## src/dgic_pkg.sv

```systemverilog
// shared types and constants for the grid island counter
package dgic_pkg;

  localparam int DEF_MAX_ROWS = 128;
  localparam int DEF_MAX_COLS = 128;
  localparam int SIZE_W = 11;
  localparam int CFG_W = 8;
  localparam int CELL_W = 7;
  localparam int COUNT_W = 14;
  localparam logic [COUNT_W-1:0] COUNT_MAX = '1;
  localparam logic [CFG_W-1:0] SIZE_RESET = 8'd128;

  typedef enum logic {
    CFG_ROWS = 1'b0,
    CFG_COLS = 1'b1
  } cfg_index_t;

  typedef enum logic {
    CMD_MODIFY = 1'b0,
    CMD_QUERY  = 1'b1
  } cmd_code_t;

  typedef enum logic [1:0] {
    OP_WRITE,
    OP_COUNT,
    OP_CACHED
  } op_t;

  typedef struct packed {
    op_t               op;
    logic [CELL_W-1:0] row;
    logic [CELL_W-1:0] col;
    logic              value;
  } cmd_entry_t;

  typedef struct packed {
    logic [SIZE_W-1:0] rows;
    logic [SIZE_W-1:0] cols;
  } grid_size_t;

  typedef enum logic [3:0] {
    BK_INIT,
    BK_IDLE,
    BK_CLEAR,
    BK_SCAN_RD,
    BK_SCAN_CHK,
    BK_POP,
    BK_POP_WAIT,
    BK_NB_RD,
    BK_NB_CHK,
    BK_DONE
  } back_state_t;

endpackage

```

## src/dgic_front.sv

```systemverilog
// command intake, classification and two-entry queue to the back end
module dgic_front (
  input  logic                          clk,
  input  logic                          rst_n,
  input  logic                          start,
  output logic                          busy,
  input  logic                          in_cmd,
  input  logic [dgic_pkg::CELL_W-1:0]   in_cell_row,
  input  logic [dgic_pkg::CELL_W-1:0]   in_cell_col,
  input  logic                          in_cell_value,
  input  dgic_pkg::grid_size_t          grid,
  output logic                          q_valid,
  output dgic_pkg::cmd_entry_t          q_entry,
  input  logic                          q_pop
);
  import dgic_pkg::*;

  cmd_entry_t fifo_r [2];
  logic       wr_ptr_r, wr_ptr_nxt;
  logic       rd_ptr_r, rd_ptr_nxt;
  logic [1:0] count_r, count_nxt;
  logic       last_q_r, last_q_nxt;
  logic       accept, push, in_range;
  cmd_entry_t entry;

  assign busy    = (count_r == 2'd2);
  assign accept  = start && !busy;
  assign q_valid = (count_r != 2'd0);
  assign q_entry = fifo_r[rd_ptr_r];

  assign in_range = ({{(SIZE_W-CELL_W){1'b0}}, in_cell_row} < grid.rows) &&
                    ({{(SIZE_W-CELL_W){1'b0}}, in_cell_col} < grid.cols);

  always_comb begin
    entry.row   = in_cell_row;
    entry.col   = in_cell_col;
    entry.value = in_cell_value;
    entry.op    = OP_WRITE;
    push        = 1'b0;
    last_q_nxt  = last_q_r;
    if (accept) begin
      if (in_cmd == CMD_QUERY) begin
        entry.op   = last_q_r ? OP_CACHED : OP_COUNT;
        push       = 1'b1;
        last_q_nxt = 1'b1;
      end else begin
        push       = in_range;
        last_q_nxt = 1'b0;
      end
    end
  end

  always_comb begin
    wr_ptr_nxt = push ? !wr_ptr_r : wr_ptr_r;
    rd_ptr_nxt = q_pop ? !rd_ptr_r : rd_ptr_r;
    count_nxt  = count_r + {1'b0, push} - {1'b0, q_pop};
  end

  always_ff @(posedge clk) begin
    if (!rst_n) begin
      wr_ptr_r <= 1'b0;
      rd_ptr_r <= 1'b0;
      count_r  <= 2'd0;
      last_q_r <= 1'b0;
    end else begin
      wr_ptr_r <= wr_ptr_nxt;
      rd_ptr_r <= rd_ptr_nxt;
      count_r  <= count_nxt;
      last_q_r <= last_q_nxt;
    end
  end

  always_ff @(posedge clk) begin
    if (push) begin
      fifo_r[wr_ptr_r] <= entry;
    end
  end

endmodule

```

## config.mk

```make
export PLATFORM = sky130hd
export DESIGN_NAME = dgic_front
export DESIGN_NICKNAME = d
export VERILOG_FILES = /design/src/dgic_pkg.sv /design/src/dgic_front.sv
export SDC_FILE = /design/constraint.sdc
export NUM_CORES = 1
export LEC_CHECK = 0
export ABC_CLOCK_PERIOD_IN_PS = 3250
export BUFFER_PORTS_ARGS = -buffer_cell sky130_fd_sc_hd__buf_2
export CELL_PAD_IN_SITES_DETAIL_PLACEMENT = 0
export CELL_PAD_IN_SITES_GLOBAL_PLACEMENT = 1
export CORE_ASPECT_RATIO = 0.5
export CORE_MARGIN = 2
export CORE_UTILIZATION = 40
export CTS_CLUSTER_SIZE = 20
export DETAILED_ROUTE_END_ITERATION = 8
export PLACE_DENSITY = 0.87
export SLEW_MARGIN = 20
export SYNTH_ARGS = -nofsm -noshare
export SYNTH_HDL_FRONTEND = slang
export SYNTH_SLANG_ARGS = --single-unit
```

## constraint.sdc

```tcl
create_clock -name clk -period 3.25 [get_ports clk]
set_input_delay 0.4875 -clock clk [delete_from_list [all_inputs] [get_ports clk]]
set_output_delay 0.4875 -clock clk [all_outputs]
set_load 0.01 [all_outputs]
```

==> impl_metrics.ini, run 1 <==
[outcome]
status = finished, final reports clean

[worst_setup_path]
crit_arrival_ns = 2.74
cp-end-kind = flop
path_buf_inv = 2
r2r_setup_slack_ns = 1.21
cp.required_ns = 3.44
r2r-start = count_r[1]
worstSetupPathType = in -> reg
cpPeakStageDelay_ns = 0.30
crit_path_max_fanout = 3
cpLargestDelayFamily = adder cells
timing.critical_path.mode_cell = ha_1
reg2regPathDepth = 10
r2r-end = count_r[1]
crit_chain = buf_2, ha_1, a21o_1, a31oi_1, o21ai_0, and2_1, o21a_2, ha_1, inv_1, ha_1, xnor2_1, xnor2_1, and2_1
crit_path_top_delay_cell = ha_1
critPathLaunchType = input pin

[yosys]
ys_async_sr_fraction_pct = 0
synthTopCellsByCount = 34 x edfxtp_1, 17 x mux2_2, 14 x ha_1
synth_edf_count = 34
yosys_warnings = 0
synth_top_area_share_pct = 54.2
ys_types = 32
yosysMostFrequentCell = edfxtp_1
ys_seq_area_share_pct = 60.6
avgSynthCellArea_um2 = 14.1
syn_area_um2 = 1880
ys_seq_elements = 40
synth_top_cell_by_area = edfxtp_1
synth.area.top_cells = edfxtp_1 54%, mux2_2 10%, ha_1 9.3%
syn-instance-count = 134
yosys_most_used_dff = edfxtp_1
syn_nets = 190

[cts]
clkSinkCount = 40
cts_setup_buffers = 0
ctsResizeCount = 0
htree_levels = 2
cts_buffers = 5
clkTransAtPathRegs_ns = 0.08
clk_path_buf_depth = 2
cts_tree = yes
clkLatencyLatePin_ns = 0.29
cts_hold_buf = 0
cts-root-buf = clkbuf_8

[cells_and_area]
regArea_um2 = 1140
fin_util_pct = 53.1
syn2layout_area_growth_pct = 25.8
diodes = 0
fill_cells = 397
finalNetCount = 257
final_area_um2 = 2370
multi_input_area_um2 = 686
drive_gt1_share_pct = 46.5

[drt]
dr.first_iter.drc_count = 65
first_pass_iters = 4
ant_nets = 0
num_vias = 1281
wl_um = 3490
post_drt_wl_per_cell_um = 13.5
drc = 0
via_per_inst = 4.95

[floorplanning]
dieArea_um2 = 5310
pin_count = 61
chipHeight_um = 52.5
die_w_um = 101
core_um2 = 4470
initial_utilization_pct = 42.2
fp-row-count = 17

[timing]
slew_headroom_pct = 46.9
rsz0062_at_grt = false
setup_ws_ns = 0.698
fmax_ghz = 0.392
tns_ns = 0
hold_viol = 0
fin_skew_ns = 0.0137
min_period_ns = 2.55
timing.final.crit_share_pct = 78.5
final_max_slew_viol_count = 0
setup_viol = 0
worst_pin_slew_ns = 0.796

[power]
peakVddDrop_mv = 0.201
power_density_nw_per_um2 = 663
p_leak_nw = 1.04

[min_path]
hold_class = in -> reg
hp-start = in_cell_value
holdPathEnd = fifo_r[0][0]
whs_path_depth = 1

[grt]
grt_max_degree = 18
grt_pass1_vias = 1269
grt.total_usage_pct = 14.1
antenna_found_initial = 0
grt_overflow = 0
grt_pass1_wl_um = 5520

[run]
drv_cap = 0

[placed_design]
io_buffers = 60
gp_congestion = 0.728
dp_slack_ns = 0.391
dpl.hpwl_um = 2570
dpl_cell_area_um2 = 2260
metal layers:
metal	routed length (um)	track usage (%)
met1	1490	15.8
met2	1780	25.8
met3	187	3.60
met4	38	6.31
met5	0	0
state kept, by name, summed over array words and instances, names as in the netlist, named ones only:
signal,flops
fifo_r,34
rd_ptr_r,1
last_q_r,1
count_r,2
wr_ptr_r,1
layout make-up:
class / instances / share of cell area (%)
tap: 57 / 3.01
inverter: 13 / 2.06
multi-input combinational: 79 / 28.9
timing repair buffer: 62 / 13.3
clock buffer: 6 / 3.06
clock inverter: 2 / 1.48
sequential: 40 / 48.2
report_power, final:
part           switching (mW)  internal (mW)  leakage [nW]
combinational           0.223          0.200         0.616
sequential             0.0473          0.712         0.371
clock                   0.162          0.228        0.0552
total                   0.432           1.14          1.04
cell families after synthesis:
family,synth area share (%)
AND/OR/NAND/NOR,9.63
multiplexers,10.7
buffers and inverters,3.12
adder cells (fa/ha/maj),9.30
AO/OA/AOI/OAI,5.25
flip-flops,60.6
XOR/XNOR,1.40
how the worst max path moves through the flow:
stage              startpoint            to  slack (ns)  cells after the start
3_3_place_gp   in_cell_row[2]    count_r[1]        0.44                     13
6_report       in_cell_row[2]    count_r[1]        0.70                     13
5_1_grt        in_cell_row[2]    count_r[1]        0.46                     13
4_1_cts        in_cell_col[2]    count_r[1]        0.69                     13
2_1_floorplan         grid[4]  fifo_r[0][0]        0.54                      8
3_5_place_dp   in_cell_col[2]    count_r[1]        0.39                     13
placed cells by master (no fill, tap or decap), drive strengths merged:
cell type  Yosys  final
inv           13     13
nand4          2      2
a211oi         2      2
mux2i          1      1
o21a           1      1
dfxtp          6      6
ha            14     14
nor2b          4      4
o311ai         1      1
a21oi          2      2
o21ai          4      4
or2            1      1
bufinv         0      1
clkinv         0      1
nand3          1      1
xor2           1      1
mux2          17     17
a31oi          2      2
and3           4      4
buf            2     62
nor4           1      1
nand2          2      2
nor2           5      5
and4           1      1
xnor2          2      2
or4            1      1
a21boi         1      1
edfxtp        34     34
nand2b         3      3
clkbuf         0      6
and2           5      5
a21o           1      1
metrics by stage:
stage	hold slack [ns]	instances	total power, mW
2_1_floorplan	0.465	134	1.02
3_3_place_gp	0.481	251	1.18
3_5_place_dp	0.487	251	1.20
4_1_cts	0.384	259	1.59
5_1_grt	0.378	259	1.67
6_report	0.395	259	1.57
No activity file was read; power rests on OpenSTA's default activity.
==> run 2: changes to the inputs <==
--- a/config.mk
+++ b/config.mk
@@ -5,7 +5,7 @@
 export SDC_FILE = /design/constraint.sdc
 export NUM_CORES = 1
 export LEC_CHECK = 0
-export ABC_CLOCK_PERIOD_IN_PS = 3250
+export ABC_CLOCK_PERIOD_IN_PS = 2350
 export BUFFER_PORTS_ARGS = -buffer_cell sky130_fd_sc_hd__buf_2
 export CELL_PAD_IN_SITES_DETAIL_PLACEMENT = 0
 export CELL_PAD_IN_SITES_GLOBAL_PLACEMENT = 1
==> constraint.sdc (replaced) <==
create_clock -name clk -period 2.35 [get_ports clk]
set_input_delay 0.3525 -clock clk [delete_from_list [all_inputs] [get_ports clk]]
set_output_delay 0.3525 -clock clk [all_outputs]
set_load 0.01 [all_outputs]
==> run 2 against run 1 <==
Effect of this change: combinational power rose by 66%; sequential share of layout area fell by 3.7 points; count of clock-buffer cells in the layout down 1; worst setup slack lost 0.62 ns; non-clock buffer count rose by 16.
==> impl_metrics.ini, run 2 (synthesis results as in run 1) <==
[worst_setup_path]
crit_path_max_fanout = 2
r2r_setup_slack_ns = 0.35
critPathLaunchType = input pin
cp-end-kind = flop
cp.required_ns = 2.54
worstSetupPathType = in -> reg
crit_arrival_ns = 2.46

[drt]
drc = 0
ant_nets = 0
post_drt_wl_per_cell_um = 13.2
first_pass_iters = 4
via_per_inst = 4.86
dr.first_iter.drc_count = 47
wl_um = 3620
num_vias = 1336

[cts]
cts_tree = yes
clkTransAtPathRegs_ns = 0.08
cts_buffers = 5
ctsResizeCount = 0
clkLatencyLatePin_ns = 0.29
clkSinkCount = 40
cts_hold_buf = 0
clk_path_buf_depth = 2
cts_setup_buffers = 0
cts-root-buf = clkbuf_8
htree_levels = 2

[min_path]
hold_class = in -> reg

[timing]
fmax_ghz = 0.441
fin_worst_hold_slack_ns = 0.247
setup_ws_ns = 0.0805
rsz0062_at_grt = false
fin_skew_ns = 0.00540
timing.final.crit_share_pct = 96.6
final_max_slew_viol_count = 0
slew_headroom_pct = 71.7
worst_pin_slew_ns = 0.420
hold_viol = 0
min_period_ns = 2.27
setup_viol = 0
tns_ns = 0

[placed_design]
placed_cells = 267
dpl_cell_area_um2 = 2430
dp_slack_ns = -0.264
gp_congestion = 0.840
io_buffers = 60
dpl.hpwl_um = 2630

[cells_and_area]
finalNetCount = 273
layout_commonest_cell = buf_2
drive_gt1_share_pct = 53.2
final_cell_mix = 60 x buf_2, 34 x edfxtp_1, 17 x mux2_2
fin_util_pct = 57.4
reg.largest.list = fifo_r: 34 flops, count_r: 2 flops
syn2layout_area_growth_pct = 36.2
final_area_um2 = 2560
fill_cells = 382
layout.cells.non_filler = 275
top_register = fifo_r
diodes = 0
largest_register_ff_count = 34

[outcome]
status = finished, final reports clean

[floorplanning]
fp-row-count = 17
dieArea_um2 = 5310
chipHeight_um = 52.5
core_um2 = 4470
die_w_um = 101
initial_utilization_pct = 42.2
pin_count = 61

[grt]
grt_max_degree = 18
grt_pass1_wl_um = 5660
antenna_found_initial = 0
grt_overflow = 0
grt.total_usage_pct = 14.4
grt_pass1_vias = 1324

[power]
peakVddDrop_mv = 0.457
p_clk_share_pct = 24.2
seqPwrFrac_pct = 45.2
power_density_nw_per_um2 = 897
p_leak_nw = 1.13
combPwrFrac_pct = 30.5
p_sw_share_pct = 28.1
intPower_mw = 1.65
p_sw_mw = 0.647
power.total_mw = 2.30

[run]
drv_cap = 0
## run 2: layer usage
metal | GRT usage [%] | wire [um] | up-vias
met5 | 0 | 0 | -
met4 | 4.50 | 29 | 0
met3 | 5.73 | 174 | 5
met2 | 25.9 | 1950 | 21
met1 | 15.9 | 1460 | 654
li1 | - | - | 656
## run 2: power groups by stage
stage | Clock [mW] | Combinational, mW | Sequential, mW
after floorplan | 0 | 0.388 | 1.04
after global placement | 0 | 0.675 | 1.04
after detailed placement | 0 | 0.688 | 1.06
after CTS | 0.566 | 0.697 | 1.04
after global routing | 0.595 | 0.767 | 1.06
final | 0.558 | 0.703 | 1.04
## run 2: critical path, stage by stage
cell,delay [ns]
buf_2,0.11
ha_1,0.31
a21o_1,0.20
a31oi_4,0.17
o21ai_2,0.07
and2_1,0.13
o21a_2,0.23
ha_4,0.26
inv_1,0.03
ha_2,0.18
xnor2_2,0.14
xnor2_1,0.12
and2_1,0.15
## run 2: layout make-up
type	count	area [um2]	area share, %
Multi-Input combinational cell	79	732	28.5
Tap cell	57	71.3	2.78
Clock buffer	5	68.8	2.68
Clock inverter	3	42.5	1.66
Inverter	13	48.8	1.90
Timing Repair Buffer	78	460	18.0
Sequential cell	40	1140	44.5
## run 2: worst paths after layout
kind              cells after the start            to            from
setup / recovery                     13    count_r[1]  in_cell_row[2]
setup reg to reg                     10    count_r[1]      count_r[1]
hold reg to reg                       2      last_q_r        last_q_r
hold / removal                        1  fifo_r[1][0]   in_cell_value
==> run 3: changes to the inputs <==
--- a/config.mk
+++ b/config.mk
@@ -5,16 +5,17 @@
 export SDC_FILE = /design/constraint.sdc
 export NUM_CORES = 1
 export LEC_CHECK = 0
-export ABC_CLOCK_PERIOD_IN_PS = 2350
+export ABC_CLOCK_PERIOD_IN_PS = 2900
 export BUFFER_PORTS_ARGS = -buffer_cell sky130_fd_sc_hd__buf_2
 export CELL_PAD_IN_SITES_DETAIL_PLACEMENT = 0
 export CELL_PAD_IN_SITES_GLOBAL_PLACEMENT = 1
 export CORE_ASPECT_RATIO = 0.5
 export CORE_MARGIN = 2
-export CORE_UTILIZATION = 40
+export CORE_UTILIZATION = 43
 export CTS_CLUSTER_SIZE = 20
 export DETAILED_ROUTE_END_ITERATION = 8
-export PLACE_DENSITY = 0.87
+export MAX_ROUTING_LAYER = met4
+export PLACE_DENSITY = 0.92
 export SLEW_MARGIN = 20
 export SYNTH_ARGS = -nofsm -noshare
 export SYNTH_HDL_FRONTEND = slang
==> constraint.sdc (replaced) <==
create_clock -name clk -period 2.9 [get_ports clk]
set_input_delay 0.435 -clock clk [delete_from_list [all_inputs] [get_ports clk]]
set_output_delay 0.435 -clock clk [all_outputs]
set_load 0.01 [all_outputs]
==> run 3 against run 2 <==
Effect of this change: non-clock buffer count down 15; largest cell class unchanged; combinational power down 30%; die area down 6.6%; highest routed layer unchanged; clock power down 39%; worst setup slack better by 0.29 ns; power down 27%; cell area down 8.1%; first-iteration DRC count down 21%; global-route usage up 0.56 points.
==> impl_metrics.ini, run 3 (synthesis results as in run 1) <==
[timing]
final_max_slew_viol_count = 0
setup_viol = 0
min_period_ns = 2.53
fin_skew_ns = 0.00865
fmax_ghz = 0.395
worst_pin_slew_ns = 0.790
slew_headroom_pct = 47.3
tns_ns = 0
rsz0062_at_grt = false
hold_viol = 0
fin_worst_hold_slack_ns = 0.346
timing.final.crit_share_pct = 87.4

[power]
p_leak_nw = 1.04
power_density_nw_per_um2 = 714
peakVddDrop_mv = 0.273

[cells_and_area]
drive_gt1_share_pct = 45.3
reg.largest.list = fifo_r: 34 flops, count_r: 2 flops
largest_register_ff_count = 34
final_cell_mix = 60 x buf_2, 34 x edfxtp_1, 17 x mux2_2
top_register = fifo_r
finalNetCount = 258
diodes = 0
syn2layout_area_growth_pct = 25.1
layout_commonest_cell = buf_2
fill_cells = 326
layout.cells.non_filler = 257
fin_util_pct = 58.3

[worst_setup_path]
cpPeakStageDelay_ns = 0.30
reg2regPathDepth = 10
cp-end-kind = flop
timing.critical_path.mode_cell = ha_1
r2r-end = count_r[1]
startpoint = in_cell_row[2]
crit_chain = buf_2, ha_1, a21o_1, a31oi_1, o21ai_0, and2_1, o21a_2, ha_1, inv_1, ha_1, xnor2_1, xnor2_1, and2_1
critPathLaunchType = input pin
crit_arrival_ns = 2.71
r2r-start = count_r[1]
crit_path_top_delay_cell = ha_1
path_buf_inv = 2
worstSetupPathType = in -> reg
cpLargestDelayFamily = compound AO/OA/AOI/OAI gates
r2r_setup_slack_ns = 0.91
cp.required_ns = 3.08
crit_path_max_fanout = 3

[grt]
grt_pass1_vias = 1203
grt_max_degree = 18
grt_overflow = 0
grt.total_usage_pct = 14.9
grt_pass1_wl_um = 5400
antenna_found_initial = 0

[placed_design]
gp_congestion = 0.755
placed_cells = 249
io_buffers = 60
dpl.hpwl_um = 2530

[cts]
cts_tree = yes
htree_levels = 2
clkLatencyLatePin_ns = 0.28
clk_path_buf_depth = 2
cts_hold_buf = 0
cts_setup_buffers = 0
cts-root-buf = clkbuf_8
clkSinkCount = 40
clkTransAtPathRegs_ns = 0.07
cts_buffers = 5
ctsResizeCount = 0

[drt]
via_per_inst = 4.83
drc = 0
post_drt_wl_per_cell_um = 13.0
ant_nets = 0
first_pass_iters = 4
num_vias = 1241
wl_um = 3340
dr.first_iter.drc_count = 37

[min_path]
hp-start = in_cell_value
whs_path_depth = 1
hold_class = in -> reg
holdPathEnd = fifo_r[1][0]

[floorplanning]
die_w_um = 97.6
fp-row-count = 16
core_um2 = 4040
chipHeight_um = 50.8
dieArea_um2 = 4960
initial_utilization_pct = 46.6
pin_count = 61

[outcome]
status = finished, final reports clean

[run]
drv_cap = 0
[run 3: cell types whose count changed in the layout (fill, tap and decap cells not counted), sizes merged]
cell | before | now
clkinv | 2 | 1
buf | 78 | 63
clkbuf | 5 | 7
bufinv | 1 | 0
[run 3: worst max-delay path by stage]
stage              endpoint  slack, ns  cells after the start
4_1_cts          count_r[1]       0.36                     13
2_1_floorplan  fifo_r[0][0]       0.24                      8
3_5_place_dp     count_r[1]       0.06                     13
3_3_place_gp     count_r[1]       0.15                     13
6_report         count_r[1]       0.37                     13
5_1_grt          count_r[1]       0.24                     13
[run 3: routing by layer]
metal | wire length [um] | share of wire [%] | vias up | GRT usage, %
met4 | 27 | 0.81 | 0 | 5.56
met3 | 158 | 4.7 | 2 | 3.62
met1 | 1460 | 44 | 581 | 16.7
met5 | 0 | 0 | - | -
met2 | 1690 | 51 | 31 | 26.7
li1 | - | - | 627 | -
[run 3: power breakdown]
part	internal [mW]	switching, mW
Sequential	0.798	0.0519
Clock	0.167	0.172
Combinational	0.242	0.252
Total	1.21	0.475
[run 3: stage by stage]
stage | cell area, um2 | power, mW | setup slack [ns]
2_1_floorplan | 1880 | 1.15 | 0.239
6_report | 2360 | 1.68 | 0.367
3_3_place_gp | 2280 | 1.34 | 0.149
4_1_cts | 2360 | 1.71 | 0.362
3_5_place_dp | 2280 | 1.36 | 0.0569
5_1_grt | 2360 | 1.79 | 0.237
[run 3: final cells by class]
| class | instances | area [um2] | area share, % |
|---|---|---|---|
| Inverter | 13 | 48.8 | 2.07 |
| Tap cell | 54 | 67.6 | 2.87 |
| Sequential cell | 40 | 1140 | 48.4 |
| Timing Repair Buffer | 63 | 335 | 14.2 |
| Multi-Input combinational cell | 79 | 683 | 29.0 |
| Clock buffer | 7 | 76.3 | 3.24 |
| Clock inverter | 1 | 3.75 | 0.159 |
